===== src/sv/ows_pkg.sv =====
// ----------------------------------------------------------------------------
// ows_pkg
// Shared types, register indexes, defaults and the tick counter helper of
// the one-wire bus master sequencer.
// ----------------------------------------------------------------------------
package ows_pkg;

  localparam int CFG_W    = 10;
  localparam int NUM_CFG  = 8;
  localparam int CFG_IDX_W = 3;
  localparam int READ_GAP_US_DEF = 15;

  typedef logic [CFG_W-1:0] cfg_val_t;
  typedef cfg_val_t cfg_arr_t [NUM_CFG];

  localparam logic [CFG_IDX_W-1:0] CFG_RESET_LOW    = 3'd0;
  localparam logic [CFG_IDX_W-1:0] CFG_PRESENCE_WAIT = 3'd1;
  localparam logic [CFG_IDX_W-1:0] CFG_RESET_RECOVER = 3'd2;
  localparam logic [CFG_IDX_W-1:0] CFG_WRITE_LOW    = 3'd3;
  localparam logic [CFG_IDX_W-1:0] CFG_WRITE_SLOT   = 3'd4;
  localparam logic [CFG_IDX_W-1:0] CFG_BYTE_GAP     = 3'd5;
  localparam logic [CFG_IDX_W-1:0] CFG_READ_LOW     = 3'd6;
  localparam logic [CFG_IDX_W-1:0] CFG_READ_SAMPLE  = 3'd7;

  localparam cfg_val_t CFG_DEFAULT [NUM_CFG] = '{
    10'd500, 10'd45, 10'd470, 10'd5, 10'd80, 10'd100, 10'd2, 10'd15
  };

  localparam logic [1:0] OP_TICK  = 2'd0;
  localparam logic [1:0] OP_RESET = 2'd1;
  localparam logic [1:0] OP_WRITE = 2'd2;
  localparam logic [1:0] OP_READ  = 2'd3;

  typedef enum logic [3:0] {
    PH_IDLE        = 4'd0,
    PH_RST_LOW     = 4'd1,
    PH_RST_WAIT    = 4'd2,
    PH_RST_RECOVER = 4'd3,
    PH_WR_LOW      = 4'd4,
    PH_WR_SLOT     = 4'd5,
    PH_WR_REL      = 4'd6,
    PH_WR_GAP      = 4'd7,
    PH_RD_LOW      = 4'd8,
    PH_RD_WAIT     = 4'd9,
    PH_RD_GAP      = 4'd10
  } phase_t;

  typedef struct packed {
    logic       rejected;
    logic [7:0] read_data;
    logic       presence;
    logic       done_res;
    logic       busy_res;
    logic       drive_low;
  } res_t;

  typedef struct packed {
    logic     done;
    cfg_val_t count;
  } cnt_step_t;

  // one tick of a phase timer; a zero length behaves as one
  function automatic cnt_step_t count_step(cfg_val_t count, cfg_val_t len);
    cnt_step_t r;
    cfg_val_t  inc;
    inc = count + cfg_val_t'(1);
    if ((inc >= len) || (inc == '0)) begin
      r.done  = 1'b1;
      r.count = '0;
    end else begin
      r.done  = 1'b0;
      r.count = inc;
    end
    return r;
  endfunction

endpackage


===== src/sv/ows_cfg_regs.sv =====
// ----------------------------------------------------------------------------
// ows_cfg_regs
// Timing register file, written one word at a time from the config channel.
// ----------------------------------------------------------------------------
module ows_cfg_regs (
  input  logic                          clk,
  input  logic                          rst_n,
  input  logic                          wr_en,
  input  logic [ows_pkg::CFG_IDX_W-1:0] wr_index,
  input  ows_pkg::cfg_val_t             wr_data,
  output ows_pkg::cfg_arr_t             cfg
);

  ows_pkg::cfg_arr_t cfg_r;

  always_ff @(posedge clk) begin
    if (!rst_n) begin
      cfg_r <= ows_pkg::CFG_DEFAULT;
    end else if (wr_en) begin
      cfg_r[wr_index] <= wr_data;
    end
  end

  assign cfg = cfg_r;

endmodule


===== src/sv/ows_engine.sv =====
// ----------------------------------------------------------------------------
// ows_engine
// Sequencer state and the single-pass update for one accepted word.
// ----------------------------------------------------------------------------
module ows_engine #(
  parameter int READ_GAP_US = ows_pkg::READ_GAP_US_DEF
) (
  input  logic              clk,
  input  logic              rst_n,
  input  logic              item_en,
  input  logic [1:0]        opcode,
  input  logic [7:0]        data_byte,
  input  logic              line_level,
  input  ows_pkg::cfg_arr_t cfg,
  output ows_pkg::res_t     res
);

  localparam int GW = $clog2(READ_GAP_US + 1);
  localparam logic [GW-1:0] GAP_LEN = GW'(READ_GAP_US);

  ows_pkg::phase_t   phase_r, phase_nxt;
  ows_pkg::cfg_val_t tick_r, tick_nxt;
  logic [2:0]        bit_r, bit_nxt;
  logic [7:0]        shift_r, shift_nxt;
  logic              pres_r, pres_nxt;
  logic [GW-1:0]     gap_r, gap_nxt;
  logic [7:0]        last_r, last_nxt;
  logic              done, rej, drive;

  always_comb begin
    ows_pkg::cnt_step_t cs;
    logic [GW-1:0]      g;
    phase_nxt = phase_r;
    tick_nxt  = tick_r;
    bit_nxt   = bit_r;
    shift_nxt = shift_r;
    pres_nxt  = pres_r;
    gap_nxt   = gap_r;
    last_nxt  = last_r;
    done      = 1'b0;
    rej       = 1'b0;
    cs        = '0;
    g         = gap_r + GW'(1);
    if (opcode != ows_pkg::OP_TICK) begin
      if (phase_r != ows_pkg::PH_IDLE) begin
        rej = 1'b1;
      end else begin
        tick_nxt = '0;
        bit_nxt  = '0;
        unique case (opcode)
          ows_pkg::OP_RESET: phase_nxt = ows_pkg::PH_RST_LOW;
          ows_pkg::OP_WRITE: begin
            shift_nxt = data_byte;
            phase_nxt = ows_pkg::PH_WR_LOW;
          end
          default: begin
            shift_nxt = '0;
            phase_nxt = ows_pkg::PH_RD_LOW;
          end
        endcase
      end
    end else begin
      unique case (phase_r)
        ows_pkg::PH_RST_LOW: begin
          cs = ows_pkg::count_step(tick_r, cfg[ows_pkg::CFG_RESET_LOW]);
          tick_nxt = cs.count;
          if (cs.done) phase_nxt = ows_pkg::PH_RST_WAIT;
        end
        ows_pkg::PH_RST_WAIT: begin
          cs = ows_pkg::count_step(tick_r, cfg[ows_pkg::CFG_PRESENCE_WAIT]);
          tick_nxt = cs.count;
          if (cs.done) begin
            pres_nxt  = ~line_level;
            phase_nxt = ows_pkg::PH_RST_RECOVER;
          end
        end
        ows_pkg::PH_RST_RECOVER: begin
          cs = ows_pkg::count_step(tick_r, cfg[ows_pkg::CFG_RESET_RECOVER]);
          tick_nxt = cs.count;
          if (cs.done) begin
            phase_nxt = ows_pkg::PH_IDLE;
            done      = 1'b1;
          end
        end
        ows_pkg::PH_WR_LOW: begin
          cs = ows_pkg::count_step(tick_r, cfg[ows_pkg::CFG_WRITE_LOW]);
          tick_nxt = cs.count;
          if (cs.done) phase_nxt = ows_pkg::PH_WR_SLOT;
        end
        ows_pkg::PH_WR_SLOT: begin
          cs = ows_pkg::count_step(tick_r, cfg[ows_pkg::CFG_WRITE_SLOT]);
          tick_nxt = cs.count;
          if (cs.done) begin
            if (bit_r == 3'd7) begin
              if (cfg[ows_pkg::CFG_BYTE_GAP] == '0) begin
                phase_nxt = ows_pkg::PH_IDLE;
                done      = 1'b1;
              end else begin
                phase_nxt = ows_pkg::PH_WR_GAP;
              end
            end else begin
              bit_nxt   = bit_r + 3'd1;
              shift_nxt = {1'b0, shift_r[7:1]};
              phase_nxt = ows_pkg::PH_WR_REL;
            end
          end
        end
        ows_pkg::PH_WR_REL: begin
          tick_nxt  = '0;
          phase_nxt = ows_pkg::PH_WR_LOW;
        end
        ows_pkg::PH_WR_GAP: begin
          cs = ows_pkg::count_step(tick_r, cfg[ows_pkg::CFG_BYTE_GAP]);
          tick_nxt = cs.count;
          if (cs.done) begin
            phase_nxt = ows_pkg::PH_IDLE;
            done      = 1'b1;
          end
        end
        ows_pkg::PH_RD_LOW: begin
          cs = ows_pkg::count_step(tick_r, cfg[ows_pkg::CFG_READ_LOW]);
          tick_nxt = cs.count;
          if (cs.done) phase_nxt = ows_pkg::PH_RD_WAIT;
        end
        ows_pkg::PH_RD_WAIT: begin
          cs = ows_pkg::count_step(tick_r, cfg[ows_pkg::CFG_READ_SAMPLE]);
          tick_nxt = cs.count;
          if (cs.done) begin
            if (line_level) shift_nxt[bit_r] = 1'b1;
            gap_nxt   = '0;
            phase_nxt = ows_pkg::PH_RD_GAP;
          end
        end
        ows_pkg::PH_RD_GAP: begin
          gap_nxt = g;
          if (g >= GAP_LEN) begin
            gap_nxt = '0;
            if (bit_r == 3'd7) begin
              last_nxt  = shift_r;
              phase_nxt = ows_pkg::PH_IDLE;
              done      = 1'b1;
            end else begin
              bit_nxt   = bit_r + 3'd1;
              tick_nxt  = '0;
              phase_nxt = ows_pkg::PH_RD_LOW;
            end
          end
        end
        default: ;
      endcase
    end
  end

  always_comb begin
    unique case (phase_nxt)
      ows_pkg::PH_RST_LOW,
      ows_pkg::PH_WR_LOW,
      ows_pkg::PH_RD_LOW:  drive = 1'b1;
      ows_pkg::PH_WR_SLOT: drive = ~shift_nxt[0];
      default:             drive = 1'b0;
    endcase
  end

  always_comb begin
    res.drive_low = drive;
    res.busy_res  = (phase_nxt != ows_pkg::PH_IDLE);
    res.done_res  = done;
    res.presence  = pres_nxt;
    res.read_data = last_nxt;
    res.rejected  = rej;
  end

  always_ff @(posedge clk) begin
    if (!rst_n) begin
      phase_r <= ows_pkg::PH_IDLE;
      tick_r  <= '0;
      bit_r   <= '0;
      shift_r <= '0;
      pres_r  <= 1'b0;
      gap_r   <= '0;
      last_r  <= '0;
    end else if (item_en) begin
      phase_r <= phase_nxt;
      tick_r  <= tick_nxt;
      bit_r   <= bit_nxt;
      shift_r <= shift_nxt;
      pres_r  <= pres_nxt;
      gap_r   <= gap_nxt;
      last_r  <= last_nxt;
    end
  end

endmodule


===== src/sv/ows_outbuf.sv =====
// ----------------------------------------------------------------------------
// ows_outbuf
// Result register with a skid stage, so the input side keeps taking words
// while a result waits.
// ----------------------------------------------------------------------------
module ows_outbuf (
  input  logic          clk,
  input  logic          rst_n,
  input  logic          wr_en,
  input  ows_pkg::res_t wr_data,
  output logic          wr_ready,
  output logic          out_valid,
  input  logic          out_ready,
  output ows_pkg::res_t out_data
);

  logic          main_v_r, skid_v_r;
  ows_pkg::res_t main_r, skid_r;
  logic          pop;

  assign pop       = main_v_r & out_ready;
  assign wr_ready  = ~skid_v_r;
  assign out_valid = main_v_r;
  assign out_data  = main_r;

  always_ff @(posedge clk) begin
    if (!rst_n) begin
      main_v_r <= 1'b0;
      skid_v_r <= 1'b0;
    end else if (pop) begin
      if (skid_v_r) begin
        skid_v_r <= 1'b0;
      end else begin
        main_v_r <= wr_en;
      end
    end else if (!main_v_r) begin
      main_v_r <= wr_en;
    end else if (wr_en) begin
      skid_v_r <= 1'b1;
    end
  end

  always_ff @(posedge clk) begin
    if (pop) begin
      main_r <= skid_v_r ? skid_r : wr_data;
    end else if (!main_v_r) begin
      main_r <= wr_data;
    end else if (wr_en) begin
      skid_r <= wr_data;
    end
  end

endmodule


===== src/sv/onewire_master_sequencer_core.sv =====
// ----------------------------------------------------------------------------
// onewire_master_sequencer_core
// One-wire bus master: reset/presence, byte write and byte read sequencing.
// ----------------------------------------------------------------------------
// Each input word is a 1 us tick carrying the sampled bus level, or a
// command (reset, write byte, read byte) selected by in_tuser. Every word
// yields exactly one result word with the bus drive and status. One word is
// taken per clock: the whole update is one pass through the sequencer logic
// into the result register, and a skid stage keeps in_tready high while a
// single result is stalled. Commands while busy are flagged rejected. Users
// must write timing registers via the cfg channel while idle (not enforced).
// ----------------------------------------------------------------------------
module onewire_master_sequencer_core #(
  parameter int READ_GAP_US = ows_pkg::READ_GAP_US_DEF
) (
  input  logic                          clk,
  input  logic                          rst_n,
  // tdata: [7:0] data_byte, [8] line_level, [15:9] zero
  input  logic [15:0]                   in_tdata,
  // tuser: [1:0] opcode
  input  logic [1:0]                    in_tuser,
  input  logic                          in_tvalid,
  output logic                          in_tready,
  // tdata: [0] drive_low, [1] busy_res, [2] done_res, [3] presence,
  //        [11:4] read_data, [12] rejected, [15:13] zero
  output logic [15:0]                   out_tdata,
  output logic                          out_tvalid,
  input  logic                          out_tready,
  input  logic                          cfg_valid,
  output logic                          cfg_ready,
  input  logic [ows_pkg::CFG_IDX_W-1:0] cfg_index,
  input  logic [ows_pkg::CFG_W-1:0]     cfg_data
);

  ows_pkg::cfg_arr_t cfg;
  ows_pkg::res_t     res, res_q;
  logic              item_en;

  assign cfg_ready = 1'b1;
  assign item_en   = in_tvalid & in_tready;

  ows_cfg_regs u_cfg (
    .clk      (clk),
    .rst_n    (rst_n),
    .wr_en    (cfg_valid),
    .wr_index (cfg_index),
    .wr_data  (cfg_data),
    .cfg      (cfg)
  );

  ows_engine #(
    .READ_GAP_US (READ_GAP_US)
  ) u_engine (
    .clk        (clk),
    .rst_n      (rst_n),
    .item_en    (item_en),
    .opcode     (in_tuser),
    .data_byte  (in_tdata[7:0]),
    .line_level (in_tdata[8]),
    .cfg        (cfg),
    .res        (res)
  );

  ows_outbuf u_outbuf (
    .clk       (clk),
    .rst_n     (rst_n),
    .wr_en     (item_en),
    .wr_data   (res),
    .wr_ready  (in_tready),
    .out_valid (out_tvalid),
    .out_ready (out_tready),
    .out_data  (res_q)
  );

  assign out_tdata = {3'b000, res_q};

endmodule

===== config.mk =====
export PLATFORM = sky130hd
export DESIGN_NAME = onewire_master_sequencer_core
export DESIGN_NICKNAME = d
export VERILOG_FILES = /design/src/sv/ows_pkg.sv /design/src/sv/ows_cfg_regs.sv /design/src/sv/ows_engine.sv /design/src/sv/ows_outbuf.sv /design/src/sv/onewire_master_sequencer_core.sv
export SDC_FILE = /design/constraint.sdc
export NUM_CORES = 1
export LEC_CHECK = 0
export ABC_AREA = 1
export BUFFER_PORTS_ARGS = -buffer_cell sky130_fd_sc_hd__buf_2
export CAP_MARGIN = 20
export CORE_ASPECT_RATIO = 1.4
export CORE_MARGIN = 2
export CORE_UTILIZATION = 35
export CTS_BUF_LIST = sky130_fd_sc_hd__clkbuf_4
export DETAILED_ROUTE_END_ITERATION = 8
export PLACE_DENSITY_LB_ADDON = 0.12
export SLEW_MARGIN = 10
export SYNTH_ARGS = -nofsm -noshare
export SYNTH_HDL_FRONTEND = slang
export SYNTH_SLANG_ARGS = --single-unit

===== constraint.sdc =====
create_clock -name clk -period 4.3 [get_ports clk]
set_clock_uncertainty 0.05 [all_clocks]
set_input_delay 0.43 -clock clk [delete_from_list [all_inputs] [get_ports clk]]
set_output_delay 0.43 -clock clk [all_outputs]
set_load 0.01 [all_outputs]

# After elaboration in Yosys (flattened, before gate mapping)
# Index checks and enable logic that the tools add are counted.
# word_totals
reg_bits,146
# classes
addsub,3
order_cmp,13
eq_ne,28
reduce_logical,27
bitwise_logic,10
muxes,92
# ops
cell,n
$mux W11,24
$pmux W10 S10,1
$bwmux W80,1
$ge A10 B10 Y1,8
$mux W8,10
$mux W4,14
$mux W10,5
$pmux W4 S10,1
$mux W13,3
$pmux W8 S2,2
$demux W10 S3,1
$eq A4 B3 Y1 const B,6
$mux W3,7
$logic_not A10 Y1,2
$mux W1,17
$eq A4 B4 Y1 const B,4
$pmux W4 S2,2
$reduce_bool A11 Y1,1
$add A10 B1 Y10 const B,1
$reduce_and A5 Y1,2
$ne A3 B1 Y1 const B,3
$ne A3 B2 Y1 const B,3
$eq A4 B1 Y1 const B,2
$eq A4 B2 Y1 const B,2
other kinds (30),51

# Longest topological paths before layout
# Gate-level depths: netlist (run 1).
# depth
depth_word,14
mapped_depth,25

# Cells and area by module
# From an unflattened synthesis (run 1), not the netlist that was laid out.
# hier_totals
hier_cells,1324
hier_area_um2,9280.2
# by_module_without_submodules
module,cells_each,area_each_um2,n_inst
ows_engine,802,5058.6,1
ows_cfg_regs,430,3101.7,1
ows_outbuf,84,1074.8,1
onewire_master_sequencer_core,8,45.0,1

# Least setup slack after synthesis (run 1)
# Ideal clock, no wire load.
# synth_timing
path_type,register -> register
from,register u_engine.tick_r[0]
to,"register u_outbuf.main_r, in the netlist u_outbuf.out_data[0], data pin"
setup_time_ns,0.252
slack_ns,1.309
arrival_time_ns,2.689
period_less_slack_ns,2.991
required_time_ns,3.998
path_stages_with_launch,24
path_buffers,0
cell_sequence,dfxtp_1 nand3_2 inv_2 nand2_2 o21bai_1 nand2_2 inv_1 ha_1 nand2_1 nor2_1 nor2_1 nand3_1 a21oi_1 nand2_2 nand2_1 nand2_1 nand2_1 nand2_1 nand2_1 nand4_1 nand3_1 nand2_1 nand2_1 nand2_1
# synth_rtl
item,line_no,text
start: declaration,ows_engine.sv:22,"ows_pkg::cfg_val_t tick_r, tick_nxt;"
start signal: assignment,ows_engine.sv:184,tick_r <= tick_nxt;
end signal: assignment,ows_outbuf.sv:45,main_r <= skid_v_r ? skid_r : wr_data;
end signal: assignment,ows_outbuf.sv:47,main_r <= wr_data;
end: declaration,ows_outbuf.sv:18,"ows_pkg::res_t main_r, skid_r;"

==> results of run 1 <==
-- cell families (layout without fill, tap and decap cells) --
group	count (synthesis)	count (layout)	share of synthesized area, %
fa+ha+maj	89	89	12.92
compound gates	299	299	19.38
other cells	2	5	0.08712
simple gates	416	416	20.45
mux	1	1	0.1161
flops	146	146	36.92
buf+inv	218	271	9.927
xor+xnor	2	2	0.2032
-- how the worst max path moves through the flow --
stage | start | endpoint | slack [ns] | cells after the start
4_1_cts | u_engine.tick_r[3] | u_outbuf.out_data[0] | 0.68 | 23
2_1_floorplan | u_engine.tick_r[0] | u_outbuf.out_data[0] | 1.31 | 23
3_5_place_dp | u_engine.tick_r[3] | u_outbuf.out_data[0] | 0.68 | 20
5_1_grt | u_engine.tick_r[1] | u_outbuf.out_data[0] | 0.34 | 25
3_3_place_gp | u_engine.tick_r[3] | u_outbuf.out_data[0] | 0.67 | 24
6_report | u_engine.tick_r[3] | u_outbuf.out_data[0] | 0.69 | 23
-- flip-flops by register name, indices dropped and copies added, names as in the netlist, 3 cells and up --
signal	cells
u_engine.gap_r	4
u_engine.phase_r	4
u_outbuf.skid_r	13
u_cfg.cfg	80
u_engine.shift_r	8
u_outbuf.out_data	13
u_engine.bit_r	3
u_engine.tick_r	10
u_engine.last_r	8
-- cell usage after synthesis (3+ instances only) --
master / n
a211oi_1: 5
a21oi_1: 127
a22oi_1: 3
buf_4: 4
clkbuf_1: 25
dfxtp_1: 120
edfxtp_1: 26
ha_1: 89
inv_1: 174
inv_2: 7
nand2_1: 208
nand2_2: 8
nand3_1: 50
nand4_1: 11
nor2_1: 116
nor2_4: 3
nor3_1: 4
nor4_1: 9
o211ai_1: 31
o21a_1: 7
o21ai_0: 99
o21ai_1: 7
o21bai_1: 3
o22ai_1: 6
-- critical path: cells and delay by family, from the launching register on --
| family | cells | cell delay (ns) |
|---|---|---|
| buffers and inverters | 1 | 0.39 |
| flip-flops | 1 | 0.44 |
| AND/OR/NAND/NOR | 19 | 1.95 |
| adder cells (fa/ha/maj) | 1 | 0.34 |
| AO/OA/AOI/OAI | 2 | 0.24 |
-- per-stage QoR --
stage                     worst slack (ns)  utilization [%]  hold slack [ns]  area [um2]
after floorplan                      1.309                -           0.3853        8628
after global placement              0.6745            37.51           0.3960        9159
after detailed placement            0.6824            37.51           0.4020        9159
after CTS                           0.6803            38.74          0.01570        9459
after global routing                0.3398            38.78          0.04790        9469
final                               0.6860            38.78          0.07030        9469
-- metal layers --
layer  vias up  part of all wire [%]  track usage [%]
li1       3998                     -                -
met1      3468                    43            22.16
met2       104                    52            35.10
met3        30                   2.2            3.224
met4         0                   2.6            7.131
met5         -                     0                0
-- final cells by class --
type | instances | area (um2) | share of cell area [%]
sequential | 146 | 3183 | 33.62
tap | 315 | 394.1 | 4.162
inverter | 183 | 686.9 | 7.254
clock buffer | 17 | 127.6 | 1.348
clock inverter | 14 | 162.7 | 1.718
antenna | 1 | 2.502 | 0.02643
multi-input combinational | 811 | 4589 | 48.47
timing repair buffer | 57 | 322.8 | 3.409
-- report_power, final --
group          internal, uW  total [uW]  switching (uW)
clock                   398         932             534
combinational           157         486             329
sequential             1470        1500            32.0
==> results.py, run 1 <==
metrics = {
    "run_status": {
        "status": "finished clean",
    },
    "yosys": {
        "syn_inst": 1173,
        "syn_area_um2": 8621,
        "syn_avg_cell_area_um2": 7.349,
        "synth_area_leaders": "dfxtp_1 (28%), ha_1 (13%), edfxtp_1 (9.1%)",
        "synth_edf_count": 26,
        "yosysSeqAreaShare_pct": 36.92,
        "async_flop_share_pct": 0,
        "yosysTopAreaCell": "dfxtp_1",
        "synth_cell_types": 48,
        "yosys_most_used_dff": "dfxtp_1",
        "ys_warn_count": 0,
        "synth_top_area_share_pct": 27.87,
        "ys_ff_latch": 146,
    },
    "worst_hold_path": {
        "hold_path_startpoint": "out_tready",
        "hold_end": "u_outbuf.skid_v_r",
        "hp-class": "in -> reg",
        "hold_depth": 4,
    },
    "power": {
        "p_total_uw": 2917,
        "leakage_uw": 0.004392,
        "ir_drop_mv": 0.1821,
        "p_per_area_nw_per_um2": 308.1,
    },
    "sta": {
        "worst_slew_pin_slew_ns": 1.019,
        "max_freq_mhz": 276.7,
        "setup_viol": 0,
        "drv_slew": 0,
        "post-route-period-util_pct": 84.05,
        "min_period_ns": 3.614,
        "setup_tns_ns": 0,
        "maxSlewHeadroom_pct": 32.08,
        "rsz0062_at_grt": "no",
        "hold_viol": 0,
    },
    "clock_tree": {
        "insertion_delay_ns": 0.59,
        "clk_pin_slew_ns": 0.14,
        "cts_buffers": 17,
        "cts_tree": "built",
        "clockRootBuffer": "clkbuf_4",
        "postCtsHoldBufs": 1,
        "cts_setup_buffers": 0,
        "h-tree-depth": 4,
        "cts.repair.resized": 0,
        "cts_buffer_depth": 2,
        "cts.sinks": 146,
    },
    "floorplanning": {
        "rows": 68,
        "die_width_um": 136.6,
        "core_um2": 24420,
        "ios": 55,
        "die_area_um2": 25920,
        "start_util_pct": 35.30,
        "fp.dieH_um": 189.7,
    },
    "route": {
        "drtPass1Iterations": 4,
        "drt-initial-drc-count": 414,
        "wl_mm": 23.59,
        "route.detailed.drc": 0,
        "wl_per_cell_um": 15.28,
        "routed_via_density": 4.922,
        "ant_nets": 0,
        "vias": 7600,
    },
    "global_route": {
        "grt_pass1_wl_mm": 38.33,
        "grt_overflow": 0,
        "grt_pass1_vias": 7374,
        "antenna_found_initial": 1,
        "grt_usage_pct": 19.25,
        "grt_start_max_net_pins": 51,
    },
    "setup_path": {
        "worstPathRequired_ns": 4.62,
        "crit_path_start_kind": "register",
        "r2r_slack_ns": 0.69,
        "critPathKind": "reg -> reg",
        "timing.rr.start": "u_engine.tick_r[3]",
        "cp_common_cell": "nand2_1",
        "crit_path_max_fanout": 9,
        "end_kind": "register",
        "cpPeakStageDelay_ns": 0.44,
        "critPathArrivalTime_ns": 3.94,
        "crit_chain": "nand2_2, nor2_4, nand2_2, o21bai_1, nand2_2, inv_1, ha_1, nand2_1, nor2_1, o211ai_1, nand3_1, nor2_1, nand2_1, nand2_1, nand2_1, nor2_1, nand3_1, nand2_1, nand2_1, nand3_1, nand2_1, nand2_1, nand2_1",
        "r2r-end": "u_outbuf.out_data[0]",
        "worstRegToRegCells": 23,
        "slowest_stage": "dfxtp_1",
    },
    "place": {
        "io_buffers": 43,
        "dp_hpwl_mm": 17.02,
        "gp_congestion": 0.8660,
        "dp.cells": 1510,
    },
    "final_layout": {
        "final_net_count": 1341,
        "mostFrequentLayoutCell": "nand2_1",
        "drive_gt1_share_pct": 9.039,
        "nFillCells": 2625,
        "layoutNonFillerInstCount": 1544,
        "area_growth_pct": 9.840,
        "layout_common_cells": "nand2_1 (208), inv_1 (174), a21oi_1 (127)",
    },
    "flow_run": {
        "cap_violations": 0,
    },
}
(Power assumes the default switching activity.)
==> run 2, diff against run 1 <==
Clock period 4.3 ns to 3.8 ns, I/O delays scaled along.
==> run 2 against run 1 <==
Compared with the run above:
- sequential share of layout area decreased by 0.58 points
- count of clock-buffer cells in the layout unchanged
- hold slack improved by 0.058 ns
- critical path type unchanged
- highest routed layer unchanged
==> results.py, run 2 (synthesis results as in run 1) <==
metrics = {
    "run_status": {
        "status": "finished clean",
    },
    "floorplanning": {
        "die_width_um": 136.6,
        "core_um2": 24420,
        "ios": 55,
        "die_area_um2": 25920,
        "fp.dieH_um": 189.7,
        "rows": 68,
        "start_util_pct": 35.30,
    },
    "worst_hold_path": {
        "hp-class": "in -> reg",
        "hold_end": "u_engine.shift_r[3]",
        "hold_depth": 5,
        "hold_path_startpoint": "in_tdata[3]",
    },
    "final_layout": {
        "drive_gt1_share_pct": 10.67,
        "final_net_count": 1358,
        "nFillCells": 2566,
        "layout_common_cells": "nand2_1 (208), inv_1 (172), a21oi_1 (127)",
        "area_growth_pct": 11.89,
        "mostFrequentLayoutCell": "nand2_1",
        "seq_area_um2": 3187,
        "multi_input_area_um2": 4589,
        "largest_register_ffs": 80,
    },
    "route": {
        "ant_nets": 0,
        "routed_via_density": 4.921,
        "route.detailed.drc": 0,
        "vias": 7686,
        "wl_per_cell_um": 15.44,
        "wl_mm": 24.11,
        "drt-initial-drc-count": 278,
        "drtPass1Iterations": 5,
    },
    "clock_tree": {
        "h-tree-depth": 4,
        "cts_buffers": 17,
        "cts_tree": "built",
        "cts_buffer_depth": 2,
        "clockRootBuffer": "clkbuf_4",
        "insertion_delay_ns": 0.58,
        "clk_pin_slew_ns": 0.15,
        "cts.sinks": 146,
    },
    "sta": {
        "fin_ws_ns": 0.4137,
        "setup_viol": 0,
        "hold_viol": 0,
        "maxSlewHeadroom_pct": 41.65,
        "max_freq_mhz": 295.3,
        "rsz0062_at_grt": "no",
        "setup_tns_ns": 0,
        "worst_slew_pin_slew_ns": 0.8721,
        "drv_slew": 0,
        "min_period_ns": 3.386,
        "post-route-period-util_pct": 89.11,
    },
    "setup_path": {
        "cpPeakStageDelay_ns": 0.42,
        "end_kind": "register",
        "critPathKind": "reg -> reg",
        "cp_common_cell": "nand2_1",
        "crit_path_max_fanout": 5,
        "worstPathRequired_ns": 4.10,
        "crit_chain": "nand2_2, nor2_4, nand3_1, nand2_1, clkinvlp_4, buf_12, ha_1, a21oi_1, o21a_1, nand3_1, nor2_1, nand3_1, nand2_1, inv_1, nand2_1, nand2_1, nand2_1, nand4_1, nand3_1, nand2_1, nand2_1, nand2_1",
        "slowest_stage": "dfxtp_1",
        "critPathArrivalTime_ns": 3.69,
        "timing.rr.start": "u_engine.tick_r[4]",
        "r2r-end": "u_outbuf.out_data[0]",
        "crit_path_start_kind": "register",
        "crit_buf_inv": 3,
        "r2r_slack_ns": 0.41,
        "worstRegToRegCells": 22,
        "crit_family": "simple AND/OR/NAND/NOR gates",
    },
    "flow_run": {
        "cap_violations": 0,
    },
    "global_route": {
        "antenna_found_initial": 1,
        "grt_pass1_wl_mm": 38.59,
        "grt_overflow": 0,
        "grt_start_max_net_pins": 36,
        "grt_usage_pct": 19.33,
        "grt_pass1_vias": 7308,
    },
    "power": {
        "ir_drop_mv": 0.1437,
        "leakage_uw": 0.004471,
        "p_per_area_nw_per_um2": 346.9,
    },
    "place": {
        "place_ws_ns": 0.2336,
        "io_buffers": 43,
        "gp_congestion": 0.8764,
        "dp_hpwl_mm": 17.04,
    },
}
run 2: cell count changes in the layout (fill, tap and decap cells not counted), moves of 3 or more:
cell / previous run / this run
dfxtp_2: 0 / 3
inv_8: 0 / 3
buf_4: 13 / 27
dfxtp_1: 120 / 117
run 2: worst max path at each step:
stage	start	end	slack (ns)	cells past startpoint
floorplan	u_engine.tick_r[0]	u_outbuf.out_data[0]	0.81	23
global placement	u_engine.tick_r[0]	u_outbuf.out_data[0]	0.23	24
detailed placement	u_engine.tick_r[3]	u_outbuf.out_data[0]	0.23	23
CTS	u_engine.tick_r[3]	u_outbuf.out_data[0]	0.19	23
global route	u_engine.tick_r[4]	u_outbuf.out_data[0]	0.01	24
finish	u_engine.tick_r[4]	u_outbuf.out_data[0]	0.41	22
run 2: timing repair:
action                                 in CTS  in global routing
resized for setup                           0                  5
hold buffers                                2                  0
setup buffers                               0                  5
setup endpoints to repair                   0                  9
endpoints found under the hold margin       1                  0
run 2: stage by stage:
step	hold WS, ns	area [um2]	total power, uW	std cells	util (%)
detailed placement	0.4016	9241	2294	1521	37.85
finish	0.1286	9646	3346	1562	39.50
CTS	0.08954	9562	3378	1555	39.16
global route	0.1111	9646	3539	1562	39.50
floorplan	0.3853	8628	2102	1175	-
global placement	0.3971	9241	2289	1521	37.85
run 2: metal layers:
layer,vias to the layer above,wire length (um),track usage (%)
met4,0,755,7.532
met3,44,664,3.144
met2,137,12300,35.08
met1,3471,10400,22.33
li1,4034,-,-
met5,-,0,0
run 2: power breakdown:
| part | leakage [uW] | switching [uW] | total (uW) | internal [uW] |
|---|---|---|---|---|
| clock network | 0.000153 | 663 | 1070 | 409 |
| logic | 0.00307 | 381 | 575 | 194 |
| registers | 0.00125 | 37.2 | 1700 | 1660 |
run 2: worst min-delay path, cell delays in order:
cell     delay [ns]
buf_2          0.09
inv_1          0.04
nor2_1         0.04
a21oi_1        0.10
a21oi_1        0.07
run 2: layout make-up:
cell class	count	share of cell area, %
Antenna cell	1	0.02594
Clock buffer	17	1.323
Clock inverter	15	1.790
Inverter	183	7.199
Multi-Input combinational cell	811	47.58
Sequential cell	146	33.04
Tap cell	315	4.086
Timing Repair Buffer	74	4.955
